===== src/rtl/core/tsv_pkg.sv =====
// Package for the transfer segment validator: field widths, message and
// status codes, and the classified entry that travels from front to back.
// No dependencies.
`default_nettype none
package tsv_pkg;

	localparam int TYPE_W   = 8;
	localparam int FLAGS_W  = 8;
	localparam int ID_W     = 64;
	localparam int SEGLEN_W = 64;
	localparam int STATUS_W = 4;
	localparam int TOTAL_W  = 29;   // running byte total and offsets
	localparam int LEN_W    = 25;   // a length that passed the segment limit
	localparam int MRU_W    = 25;

	localparam logic [MRU_W-1:0] MRU_RESET = MRU_W'(65536);

	// message type byte
	localparam logic [TYPE_W-1:0] MSG_DATA      = 8'd1;
	localparam logic [TYPE_W-1:0] MSG_KEEPALIVE = 8'd4;
	localparam logic [TYPE_W-1:0] MSG_TERMINATE = 8'd5;

	// segment flag bits
	localparam int FLAG_END_BIT   = 0;
	localparam int FLAG_START_BIT = 1;

	// queue depth between front and back
	localparam int QDEPTH = 2;

	typedef enum logic [1:0] {
		CLS_DATA,
		CLS_KEEPALIVE,
		CLS_TERMINATE,
		CLS_BAD
	} msg_class_t;

	typedef enum logic [STATUS_W-1:0] {
		ST_ACCEPTED   = 4'd0,
		ST_KEEPALIVE  = 4'd1,
		ST_COMPLETE   = 4'd2,
		ST_BAD_TYPE   = 4'd3,
		ST_NO_START   = 4'd4,
		ST_EXTRA_START = 4'd5,
		ST_ID_MISMATCH = 4'd6,
		ST_SEG_LONG   = 4'd7,
		ST_TOTAL_LONG = 4'd8,
		ST_TERMINATED = 4'd9,
		ST_NOT_CONN   = 4'd10
	} status_t;

	// one classified header as held in the queue
	typedef struct packed {
		msg_class_t        cls;
		logic              start;
		logic              fin;
		logic [ID_W-1:0]   id;
		logic [LEN_W-1:0]  len;
		logic              gt_seg;   // length above the segment limit
		logic              gt_mru;   // length above the negotiated MRU
	} entry_t;

endpackage
`default_nettype wire


===== src/rtl/core/tsv_if.sv =====
// Handshake channels of the validator: header input and result output.
// Depends on tsv_pkg.
`default_nettype none
interface tsv_hdr_if;
	logic                          valid;
	logic                          ready;
	logic [tsv_pkg::TYPE_W-1:0]    hdr_type;
	logic [tsv_pkg::FLAGS_W-1:0]   seg_flags;
	logic [tsv_pkg::ID_W-1:0]      xfer_id;
	logic [tsv_pkg::SEGLEN_W-1:0]  seg_length;

	modport source (output valid, hdr_type, seg_flags, xfer_id, seg_length, input ready);
	modport sink   (input valid, hdr_type, seg_flags, xfer_id, seg_length, output ready);
endinterface

interface tsv_res_if;
	logic                          valid;
	logic                          ready;
	logic [tsv_pkg::STATUS_W-1:0]  status;
	logic [tsv_pkg::ID_W-1:0]      ack_id;
	logic [tsv_pkg::TOTAL_W-1:0]   ack_length;
	logic [tsv_pkg::TOTAL_W-1:0]   write_offset;

	modport source (output valid, status, ack_id, ack_length, write_offset, input ready);
	modport sink   (input valid, status, ack_id, ack_length, write_offset, output ready);
endinterface
`default_nettype wire


===== src/rtl/core/tsv_front.sv =====
// Front end: holds the MRU register and classifies each header on arrival.
// Depends on tsv_pkg.
`default_nettype none
module tsv_front #(
	parameter int MAX_SEGMENT_BYTES = 16777216
) (
	input  wire                          clk,
	input  wire                          arst_n,
	input  wire                          cfg_we,
	input  wire [tsv_pkg::MRU_W-1:0]     cfg_wdata,
	input  wire [tsv_pkg::TYPE_W-1:0]    hdr_type,
	input  wire [tsv_pkg::FLAGS_W-1:0]   seg_flags,
	input  wire [tsv_pkg::ID_W-1:0]      xfer_id,
	input  wire [tsv_pkg::SEGLEN_W-1:0]  seg_length,
	output tsv_pkg::entry_t              ent
);

	localparam logic [tsv_pkg::SEGLEN_W-1:0] SEG_LIMIT =
		tsv_pkg::SEGLEN_W'(MAX_SEGMENT_BYTES);

	logic [tsv_pkg::MRU_W-1:0] mru_q;

	// negotiated MRU; the user must write it only while idle, the block does not enforce this
	always_ff @(posedge clk or negedge arst_n) begin
		if (!arst_n) begin
			mru_q <= tsv_pkg::MRU_RESET;
		end else if (cfg_we) begin
			mru_q <= cfg_wdata;
		end
	end

	// classification
	always_comb begin
		case (hdr_type)
			tsv_pkg::MSG_DATA:      ent.cls = tsv_pkg::CLS_DATA;
			tsv_pkg::MSG_KEEPALIVE: ent.cls = tsv_pkg::CLS_KEEPALIVE;
			tsv_pkg::MSG_TERMINATE: ent.cls = tsv_pkg::CLS_TERMINATE;
			default:                ent.cls = tsv_pkg::CLS_BAD;
		endcase
		ent.start  = seg_flags[tsv_pkg::FLAG_START_BIT];
		ent.fin    = seg_flags[tsv_pkg::FLAG_END_BIT];
		ent.id     = xfer_id;
		ent.len    = seg_length[tsv_pkg::LEN_W-1:0];
		ent.gt_seg = seg_length > SEG_LIMIT;
		ent.gt_mru = seg_length > {{(tsv_pkg::SEGLEN_W-tsv_pkg::MRU_W){1'b0}}, mru_q};
	end

endmodule
`default_nettype wire


===== src/rtl/core/tsv_queue.sv =====
// Short register queue of classified headers between front and back.
// Depends on tsv_pkg.
`default_nettype none
module tsv_queue (
	input  wire              clk,
	input  wire              arst_n,
	input  wire              push,
	input  tsv_pkg::entry_t  wr_ent,
	output logic             not_full,
	input  wire              pop,
	output logic             not_empty,
	output tsv_pkg::entry_t  rd_ent
);

	localparam int PTR_W = $clog2(tsv_pkg::QDEPTH);

	tsv_pkg::entry_t      mem_q [tsv_pkg::QDEPTH];
	logic [PTR_W-1:0]     wptr_q, rptr_q;
	logic [PTR_W:0]       count_q;

	assign not_full  = count_q != (PTR_W+1)'(tsv_pkg::QDEPTH);
	assign not_empty = count_q != '0;
	assign rd_ent    = mem_q[rptr_q];

	// storage
	always_ff @(posedge clk) begin
		if (push) begin
			mem_q[wptr_q] <= wr_ent;
		end
	end

	// pointers and fill count
	always_ff @(posedge clk or negedge arst_n) begin
		if (!arst_n) begin
			wptr_q  <= '0;
			rptr_q  <= '0;
			count_q <= '0;
		end else begin
			if (push) begin
				wptr_q <= (wptr_q == PTR_W'(tsv_pkg::QDEPTH-1)) ? '0 : wptr_q + 1'b1;
			end
			if (pop) begin
				rptr_q <= (rptr_q == PTR_W'(tsv_pkg::QDEPTH-1)) ? '0 : rptr_q + 1'b1;
			end
			case ({push, pop})
				2'b10:   count_q <= count_q + 1'b1;
				2'b01:   count_q <= count_q - 1'b1;
				default: count_q <= count_q;
			endcase
		end
	end

endmodule
`default_nettype wire


===== src/rtl/core/tsv_back.sv =====
// Back end: session and transfer state, segment checks and the result
// register. Depends on tsv_pkg.
`default_nettype none
module tsv_back #(
	parameter int MAX_TRANSFER_BYTES = 268435456
) (
	input  wire                           clk,
	input  wire                           arst_n,
	input  wire                           q_valid,
	input  tsv_pkg::entry_t               q_ent,
	output logic                          q_pop,
	output logic                          res_valid,
	input  wire                           res_ready,
	output logic [tsv_pkg::STATUS_W-1:0]  res_status,
	output logic [tsv_pkg::ID_W-1:0]      res_ack_id,
	output logic [tsv_pkg::TOTAL_W-1:0]   res_ack_length,
	output logic [tsv_pkg::TOTAL_W-1:0]   res_write_offset
);

	localparam int SUM_W = tsv_pkg::TOTAL_W + 1;
	localparam logic [SUM_W-1:0] XFER_LIMIT = SUM_W'(MAX_TRANSFER_BYTES);

	logic                         in_xfer_q;
	logic                         sess_up_q;
	logic [tsv_pkg::ID_W-1:0]     exp_id_q;
	logic [tsv_pkg::TOTAL_W-1:0]  total_q;
	logic                         out_valid_q;
	tsv_pkg::status_t             status_q;
	logic [tsv_pkg::ID_W-1:0]     ack_id_q;
	logic [tsv_pkg::TOTAL_W-1:0]  ack_len_q, offset_q;

	tsv_pkg::status_t             st;
	logic [SUM_W-1:0]             sum;
	logic                         go_idle, set_exp, end_sess;

	assign q_pop = q_valid && (!out_valid_q || res_ready);
	assign sum   = {1'b0, total_q} + {{(SUM_W-tsv_pkg::LEN_W){1'b0}}, q_ent.len};

	// checks, first failing wins
	always_comb begin
		st       = tsv_pkg::ST_ACCEPTED;
		go_idle  = 1'b0;
		set_exp  = 1'b0;
		end_sess = 1'b0;
		if (!sess_up_q) begin
			st = tsv_pkg::ST_NOT_CONN;
		end else begin
			case (q_ent.cls)
				tsv_pkg::CLS_TERMINATE: begin
					st       = tsv_pkg::ST_TERMINATED;
					end_sess = 1'b1;
					go_idle  = 1'b1;
				end
				tsv_pkg::CLS_KEEPALIVE: begin
					st = tsv_pkg::ST_KEEPALIVE;
				end
				tsv_pkg::CLS_DATA: begin
					if (!in_xfer_q) begin
						if (!q_ent.start) st = tsv_pkg::ST_NO_START;
						else set_exp = 1'b1;
					end else if (q_ent.start) begin
						st = tsv_pkg::ST_EXTRA_START;
					end else if (q_ent.id != exp_id_q) begin
						st = tsv_pkg::ST_ID_MISMATCH;
					end
					if (st == tsv_pkg::ST_ACCEPTED) begin
						if (q_ent.gt_seg) st = tsv_pkg::ST_SEG_LONG;
						else if (sum > XFER_LIMIT) st = tsv_pkg::ST_TOTAL_LONG;
						else if (q_ent.gt_mru) st = tsv_pkg::ST_SEG_LONG;
						else if (q_ent.fin) st = tsv_pkg::ST_COMPLETE;
					end
					go_idle = st != tsv_pkg::ST_ACCEPTED;
				end
				default: begin
					st      = tsv_pkg::ST_BAD_TYPE;
					go_idle = 1'b1;
				end
			endcase
		end
	end

	// control state
	always_ff @(posedge clk or negedge arst_n) begin
		if (!arst_n) begin
			in_xfer_q   <= 1'b0;
			sess_up_q   <= 1'b1;
			exp_id_q    <= '0;
			total_q     <= '0;
			out_valid_q <= 1'b0;
		end else begin
			if (q_pop) begin
				out_valid_q <= 1'b1;
			end else if (res_ready) begin
				out_valid_q <= 1'b0;
			end
			if (q_pop) begin
				if (set_exp) exp_id_q <= q_ent.id;
				if (end_sess) sess_up_q <= 1'b0;
				if (go_idle) begin
					in_xfer_q <= 1'b0;
					total_q   <= '0;
				end else if (st == tsv_pkg::ST_ACCEPTED && q_ent.cls == tsv_pkg::CLS_DATA
						&& sess_up_q) begin
					in_xfer_q <= 1'b1;
					total_q   <= sum[tsv_pkg::TOTAL_W-1:0];
				end
			end
		end
	end

	// result register
	always_ff @(posedge clk) begin
		if (q_pop) begin
			status_q <= st;
			ack_id_q <= (st == tsv_pkg::ST_COMPLETE)
				? (set_exp ? q_ent.id : exp_id_q) : '0;
			ack_len_q <= (st == tsv_pkg::ST_COMPLETE) ? sum[tsv_pkg::TOTAL_W-1:0] : '0;
			offset_q  <= (st == tsv_pkg::ST_COMPLETE || st == tsv_pkg::ST_ACCEPTED)
				? total_q : '0;
		end
	end

	assign res_valid        = out_valid_q;
	assign res_status       = status_q;
	assign res_ack_id       = ack_id_q;
	assign res_ack_length   = ack_len_q;
	assign res_write_offset = offset_q;

endmodule
`default_nettype wire


===== src/rtl/core/transfer_segment_validator_top.sv =====
// Top level of the transfer segment validator: front classifier, queue and
// back end. Depends on tsv_pkg, tsv_if, tsv_front, tsv_queue, tsv_back.
//
//   channel   direction  transaction
//   hdr       in         hdr_type, seg_flags, xfer_id, seg_length
//   res       out        status, ack_id, ack_length, write_offset
//   cfg       in         cfg_we / cfg_wdata: negotiated segment MRU
//
// One header per cycle sustained while the result channel is not stalled; a
// header is written into the queue at acceptance, then the back-end check
// loads its result into the result register. The back end's state update
// is a combinational check fed back into its state registers.
// Reset leaves the queue empty, no transfer open and the session up.
// A stalled result holds the back end; the two-entry queue keeps taking
// headers until it fills.
`default_nettype none
module transfer_segment_validator_top #(
	parameter int MAX_SEGMENT_BYTES  = 16777216,
	parameter int MAX_TRANSFER_BYTES = 268435456
) (
	input  wire                       clk,
	input  wire                       arst_n,
	tsv_hdr_if.sink                   hdr,
	tsv_res_if.source                 res,
	input  wire                       cfg_we,
	input  wire [tsv_pkg::MRU_W-1:0]  cfg_wdata
);

	tsv_pkg::entry_t  f_ent, q_ent;
	logic             q_not_full, q_not_empty, q_pop;

	assign hdr.ready = q_not_full;

	tsv_front #(
		.MAX_SEGMENT_BYTES (MAX_SEGMENT_BYTES)
	) u_front (
		.clk        (clk),
		.arst_n     (arst_n),
		.cfg_we     (cfg_we),
		.cfg_wdata  (cfg_wdata),
		.hdr_type   (hdr.hdr_type),
		.seg_flags  (hdr.seg_flags),
		.xfer_id    (hdr.xfer_id),
		.seg_length (hdr.seg_length),
		.ent        (f_ent)
	);

	tsv_queue u_queue (
		.clk       (clk),
		.arst_n    (arst_n),
		.push      (hdr.valid && q_not_full),
		.wr_ent    (f_ent),
		.not_full  (q_not_full),
		.pop       (q_pop),
		.not_empty (q_not_empty),
		.rd_ent    (q_ent)
	);

	tsv_back #(
		.MAX_TRANSFER_BYTES (MAX_TRANSFER_BYTES)
	) u_back (
		.clk              (clk),
		.arst_n           (arst_n),
		.q_valid          (q_not_empty),
		.q_ent            (q_ent),
		.q_pop            (q_pop),
		.res_valid        (res.valid),
		.res_ready        (res.ready),
		.res_status       (res.status),
		.res_ack_id       (res.ack_id),
		.res_ack_length   (res.ack_length),
		.res_write_offset (res.write_offset)
	);

endmodule
`default_nettype wire


===== src/flat_wrapper.sv =====
// flat-port wrapper written by rule: the top's interface ports become plain ports
module transfer_segment_validator_top_flat 
#(
	parameter int MAX_SEGMENT_BYTES  = 16777216,
	parameter int MAX_TRANSFER_BYTES = 268435456
)
  (clk, arst_n, cfg_we, cfg_wdata, hdr_valid, hdr_hdr_type, hdr_seg_flags, hdr_xfer_id, hdr_seg_length, hdr_ready, res_valid, res_status, res_ack_id, res_ack_length, res_write_offset, res_ready);
  tsv_hdr_if hdr_i ();
  tsv_res_if res_i ();
  input  wire clk;
  input  wire arst_n;
  input  wire cfg_we;
  input  wire [tsv_pkg::MRU_W-1:0] cfg_wdata;
  input wire logic [$bits(hdr_i.valid)-1:0] hdr_valid;
  input wire logic [$bits(hdr_i.hdr_type)-1:0] hdr_hdr_type;
  input wire logic [$bits(hdr_i.seg_flags)-1:0] hdr_seg_flags;
  input wire logic [$bits(hdr_i.xfer_id)-1:0] hdr_xfer_id;
  input wire logic [$bits(hdr_i.seg_length)-1:0] hdr_seg_length;
  output wire logic [$bits(hdr_i.ready)-1:0] hdr_ready;
  output wire logic [$bits(res_i.valid)-1:0] res_valid;
  output wire logic [$bits(res_i.status)-1:0] res_status;
  output wire logic [$bits(res_i.ack_id)-1:0] res_ack_id;
  output wire logic [$bits(res_i.ack_length)-1:0] res_ack_length;
  output wire logic [$bits(res_i.write_offset)-1:0] res_write_offset;
  input wire logic [$bits(res_i.ready)-1:0] res_ready;
  assign hdr_i.valid = hdr_valid;
  assign hdr_i.hdr_type = hdr_hdr_type;
  assign hdr_i.seg_flags = hdr_seg_flags;
  assign hdr_i.xfer_id = hdr_xfer_id;
  assign hdr_i.seg_length = hdr_seg_length;
  assign hdr_ready = hdr_i.ready;
  assign res_valid = res_i.valid;
  assign res_status = res_i.status;
  assign res_ack_id = res_i.ack_id;
  assign res_ack_length = res_i.ack_length;
  assign res_write_offset = res_i.write_offset;
  assign res_i.ready = res_ready;
  transfer_segment_validator_top #(.MAX_SEGMENT_BYTES(MAX_SEGMENT_BYTES), .MAX_TRANSFER_BYTES(MAX_TRANSFER_BYTES)) u_core (.clk(clk), .arst_n(arst_n), .hdr(hdr_i), .res(res_i), .cfg_we(cfg_we), .cfg_wdata(cfg_wdata));
endmodule

===== config.mk =====
export PLATFORM = sky130hd
export DESIGN_NAME = transfer_segment_validator_top_flat
export DESIGN_NICKNAME = d
export VERILOG_FILES = /design/src/rtl/core/tsv_pkg.sv /design/src/rtl/core/tsv_if.sv /design/src/rtl/core/tsv_front.sv /design/src/rtl/core/tsv_queue.sv /design/src/rtl/core/tsv_back.sv /design/src/rtl/core/transfer_segment_validator_top.sv /design/src/flat_wrapper.sv
export SDC_FILE = /design/constraint.sdc
export NUM_CORES = 1
export LEC_CHECK = 0
export BUFFER_PORTS_ARGS = -buffer_cell sky130_fd_sc_hd__buf_2
export CAP_MARGIN = 30
export CORE_MARGIN = 2
export CORE_UTILIZATION = 52
export CTS_CLUSTER_DIAMETER = 100
export DETAILED_ROUTE_END_ITERATION = 6
export GPL_TIMING_DRIVEN = 0
export PLACE_DENSITY = 0.77
export SLEW_MARGIN = 30
export SYNTH_ARGS = -nofsm -noshare
export SYNTH_HDL_FRONTEND = slang
export SYNTH_SLANG_ARGS = --single-unit
export TNS_END_PERCENT = 100

===== constraint.sdc =====
create_clock -name clk -period 8.2 [get_ports clk]
set_input_delay 0.82 -clock clk [delete_from_list [all_inputs] [get_ports clk]]
set_output_delay 0.82 -clock clk [all_outputs]
set_load 0.1 [all_outputs]

==> out/qor.txt <==
Flop pwr share - 36.2%
WL final - 53710 um
port bufs - 294
average wire per standard cell - 21.79 um
deepest clock path buffer count - 3
Hold Fails Final Rpt - 0
initial antenna violation count - 4
Power Total - 8387 uW
Layout area overhead - 20.13%
post-synthesis adder-cell area fraction - 3.312%
#FFs+latches synth - 441
FFs w/ async S/R, synth - 28.34%
vias in the first global route - 14170
die extent in x - 199.5 um
Top Layer Used - met4
Worst Clk Skew - 32.04 ps
largest family of logic cells by synthesized area - compound AO/OA/AOI/OAI gates
core box area - 37670 um2
Syn Inst Count - 1560
Root Buffer - clkbuf_16
metal1 wirelength - 20430 um
Final Instance Area - 23870 um2
total congestion overflow - 0
Peak VDD IR - 0.2173 mV
H-Tree Depth - 2
standby leakage power - 0.009271 uW
GPL Wtd Cong - 0.9396
Post-CTS Setup Repair Bufs - 0
first-pass GRT wire length - 80670 um
Die Ht - 199.5 um
Slew HR - 47.06%
antenna-violating nets left - 0
register clock-pin slew on the reported worst setup and hold paths - 60 ps
crit path max fanout - 10
Psw - 3524 uW
Layout fillers - 2874
Post-Synth XOR/XNOR Area - 4.144%
yosys synthesis warning count - 0
complex-gate fraction of the synthesized area - 11.07%
R2R depth - 20
Clock Sinks - 441
Final WS setup - 987.6 ps
CTS Hold Buffers Added - 0
die area - 39790 um2
Clk pwr share - 24.7%
post-layout min period - 7212 ps
Simple-Gate Fraction of Synth Area - 9.578%
Clock Latency Late Sink - 590 ps
Critical Path Source Type - flip-flop
1st-pass router iterations - 5
final layout net count - 2140
Mapped Nets - 1786
Placed Area - 22360 um2
layout cells sized above 1 - 26.27%
fin crit share - 87.96%
PostCTS Resize Cnt - 0
Hold Path Class - primary input to asynchronous set/reset pin
TritonCTS clock tree - done
register area share after synthesis - 63.51%
Place WS - 1110 ps
crit path kind - flip-flop to flip-flop
met2 wire length - 26660 um
Comb pwr share - 39.1%
DR WL met3 - 4270 um
largest net degree at the start of global routing - 78
final setup violation count - 0
total vias in the final route - 14060
starting density of the core - 52.75%
prevailing post-synth register cell - edfxtp_1
max cap viols - 0
Avg Inst Size Synth - 12.74 um2
Netlist cell types - 66
WP data required - 8570 ps
worst slew pin tran - 794.1 ps
Cell Rows - 71
Int Power - 4863 uW
mux cell area share after synthesis - 5.252%
Net Sw Frac - 42.02%
DRC Markers - 0
Mapped Area - 19870 um2
nature of the critical path endpoint - flip-flop
CTS Buf Count - 44
RSZ-0062 raised after global routing - no
f_max - 138.7 MHz
Slew Limit Fails - 0
number of synthesized flops with an enable pin - 316
Power Density - 351.4 nW/um2
HPWL Detailed - 40190 um
arrival time worst endpoint - 7590 ps
I/O pin count - 302
DR iter-0 viols - 1090
vias per cell - 5.703
status - finished, final reports clean
Total Routing Usage GR - 27.25%
Worst Hold Slack - 140.2 ps
==> routing by layer <==
metal / up-vias / track usage [%]
met2: 607 / 46.44
li1: 6416 / -
met3: 116 / 4.861
met4: 0 / 13.31
met5: - / 0
met1: 6918 / 33.67
==> synth_stat cells (3+ instances only) <==
library cell | instances | area (um2)
nor4b_1 | 3 | 26.28
o211ai_1 | 6 | 45.04
and3_1 | 8 | 50.05
inv_1 | 64 | 240.2
mux2i_1 | 62 | 620.6
nand3_1 | 13 | 65.06
nor4_1 | 31 | 193.9
a211oi_1 | 18 | 135.1
mux2_2 | 29 | 326.6
buf_2 | 17 | 85.08
a21o_1 | 9 | 67.56
nor2_1 | 139 | 521.8
o21ai_0 | 138 | 690.7
o21ai_1 | 6 | 30.03
mux2i_2 | 7 | 96.34
o21a_1 | 12 | 90.09
or3_1 | 4 | 25.02
nor3_1 | 9 | 45.04
nand2_1 | 166 | 623.1
and2_1 | 4 | 25.02
dfrtp_1 | 123 | 3078
o2111ai_1 | 4 | 35.03
nor2b_1 | 8 | 50.05
nand3b_1 | 3 | 22.52
xor2_1 | 14 | 122.6
o21bai_1 | 3 | 22.52
xnor2_1 | 80 | 700.7
ha_1 | 51 | 638.1
a31oi_1 | 3 | 18.77
nand2b_1 | 7 | 43.79
a21oi_1 | 36 | 180.2
buf_4 | 4 | 30.03
clkbuf_1 | 46 | 172.7
nand4_1 | 19 | 118.9
buf_6 | 8 | 90.09
a211oi_2 | 53 | 663.1
edfxtp_1 | 316 | 9489
==> final timing paths <==
path / from / end / slack, ps
max: u_core.u_queue.rptr_q / u_core.u_back.res_ack_length[3] / 990
min reg2reg: u_core.u_back.total_q[28] / u_core.u_back.total_q[28] / 500
max reg2reg: u_core.u_queue.rptr_q / u_core.u_back.res_ack_length[3] / 990
min in group clk: hdr_xfer_id[41] / u_core.u_queue.mem_q[0][68] / 420
min: arst_n / u_core.u_front.mru_q[20] / 140
max in group asynchronous: arst_n / u_core.u_back.sess_up_q / 7260
==> registers in the layout, indices dropped and copies added (netlist names) <==
register	count
u_core.u_queue.wptr_q	1
u_core.u_back.res_ack_length	29
u_core.u_back.in_xfer_q	1
u_core.u_back.res_write_offset	29
u_core.u_front.mru_q	25
u_core.u_back.res_valid	1
u_core.u_back.sess_up_q	1
u_core.u_back.res_status	4
u_core.u_queue.mem_q	190
u_core.u_back.exp_id_q	64
u_core.u_queue.count_q	2
u_core.u_back.total_q	29
u_core.u_queue.rptr_q	1
u_core.u_back.res_ack_id	64
==> metrics by stage <==
step / setup TNS [ps] / utilization (%) / std cells
detailed placement: 0 / 59.36 / 2379
floorplan: 0 / - / 1560
finish: 0 / 63.37 / 2465
CTS: 0 / 63.33 / 2460
global route: 0 / 63.36 / 2464
global placement: -22800 / 58.36 / 2365
==> cell type report <==
class | instances | area (um2) | share of cell area (%)
antenna | 5 | 12.51 | 0.05242
buffer | 76 | 381.6 | 1.599
clock buffer | 51 | 1137 | 4.765
clock inverter | 30 | 359.1 | 1.505
inverter | 64 | 240.2 | 1.006
multi-input combinational | 979 | 6651 | 27.87
sequential | 441 | 12620 | 52.87
tap | 511 | 639.4 | 2.679
timing repair buffer | 308 | 1827 | 7.654
==> cells in the final DEF, fill, tap and decap left out, drive strengths merged, types with 69 or more instances in the layout <==
master / count
buf: 338
edfxtp: 316
nand2: 166
o21ai: 144
nor2: 139
dfrtp: 123
clkbuf: 97
xnor2: 80
a211oi: 71
mux2i: 69
==> power by group through the flow <==
| stage | logic [uW] | registers, uW | clock network (uW) |
|---|---|---|---|
| final | 3280 | 3040 | 2070 |
| after global routing | 3420 | 3070 | 2170 |
| after CTS | 3280 | 3040 | 2100 |
| after detailed placement | 3260 | 3080 | 0 |
| after global placement | 3080 | 3160 | 0 |
| after floorplan | 1100 | 4420 | 0 |
==> critical path, stage by stage (launching register included) <==
cell and delay (ps):
dfrtp_1 320, buf_4 150, buf_2 300, clkbuf_1 450, clkbuf_1 510, mux2_2 440, ha_1 270, buf_2 180
a21oi_1 410, o21ai_0 220, a31oi_1 440, o2111ai_1 180, nor4b_1 410, o2111ai_1 300, nor4bb_2 400, a32oi_1 350
or3_1 590, or2_1 320, buf_4 240, buf_2 230, nor2_1 260
==> cell families after synthesis <==
kind of cell	count (synthesis)
xor+xnor	94
fa+ha+maj	52
mux	98
compound gates	311
buf+inv	140
simple gates	424
flops	441
Note: power is estimated with default switching activity, not from simulation.
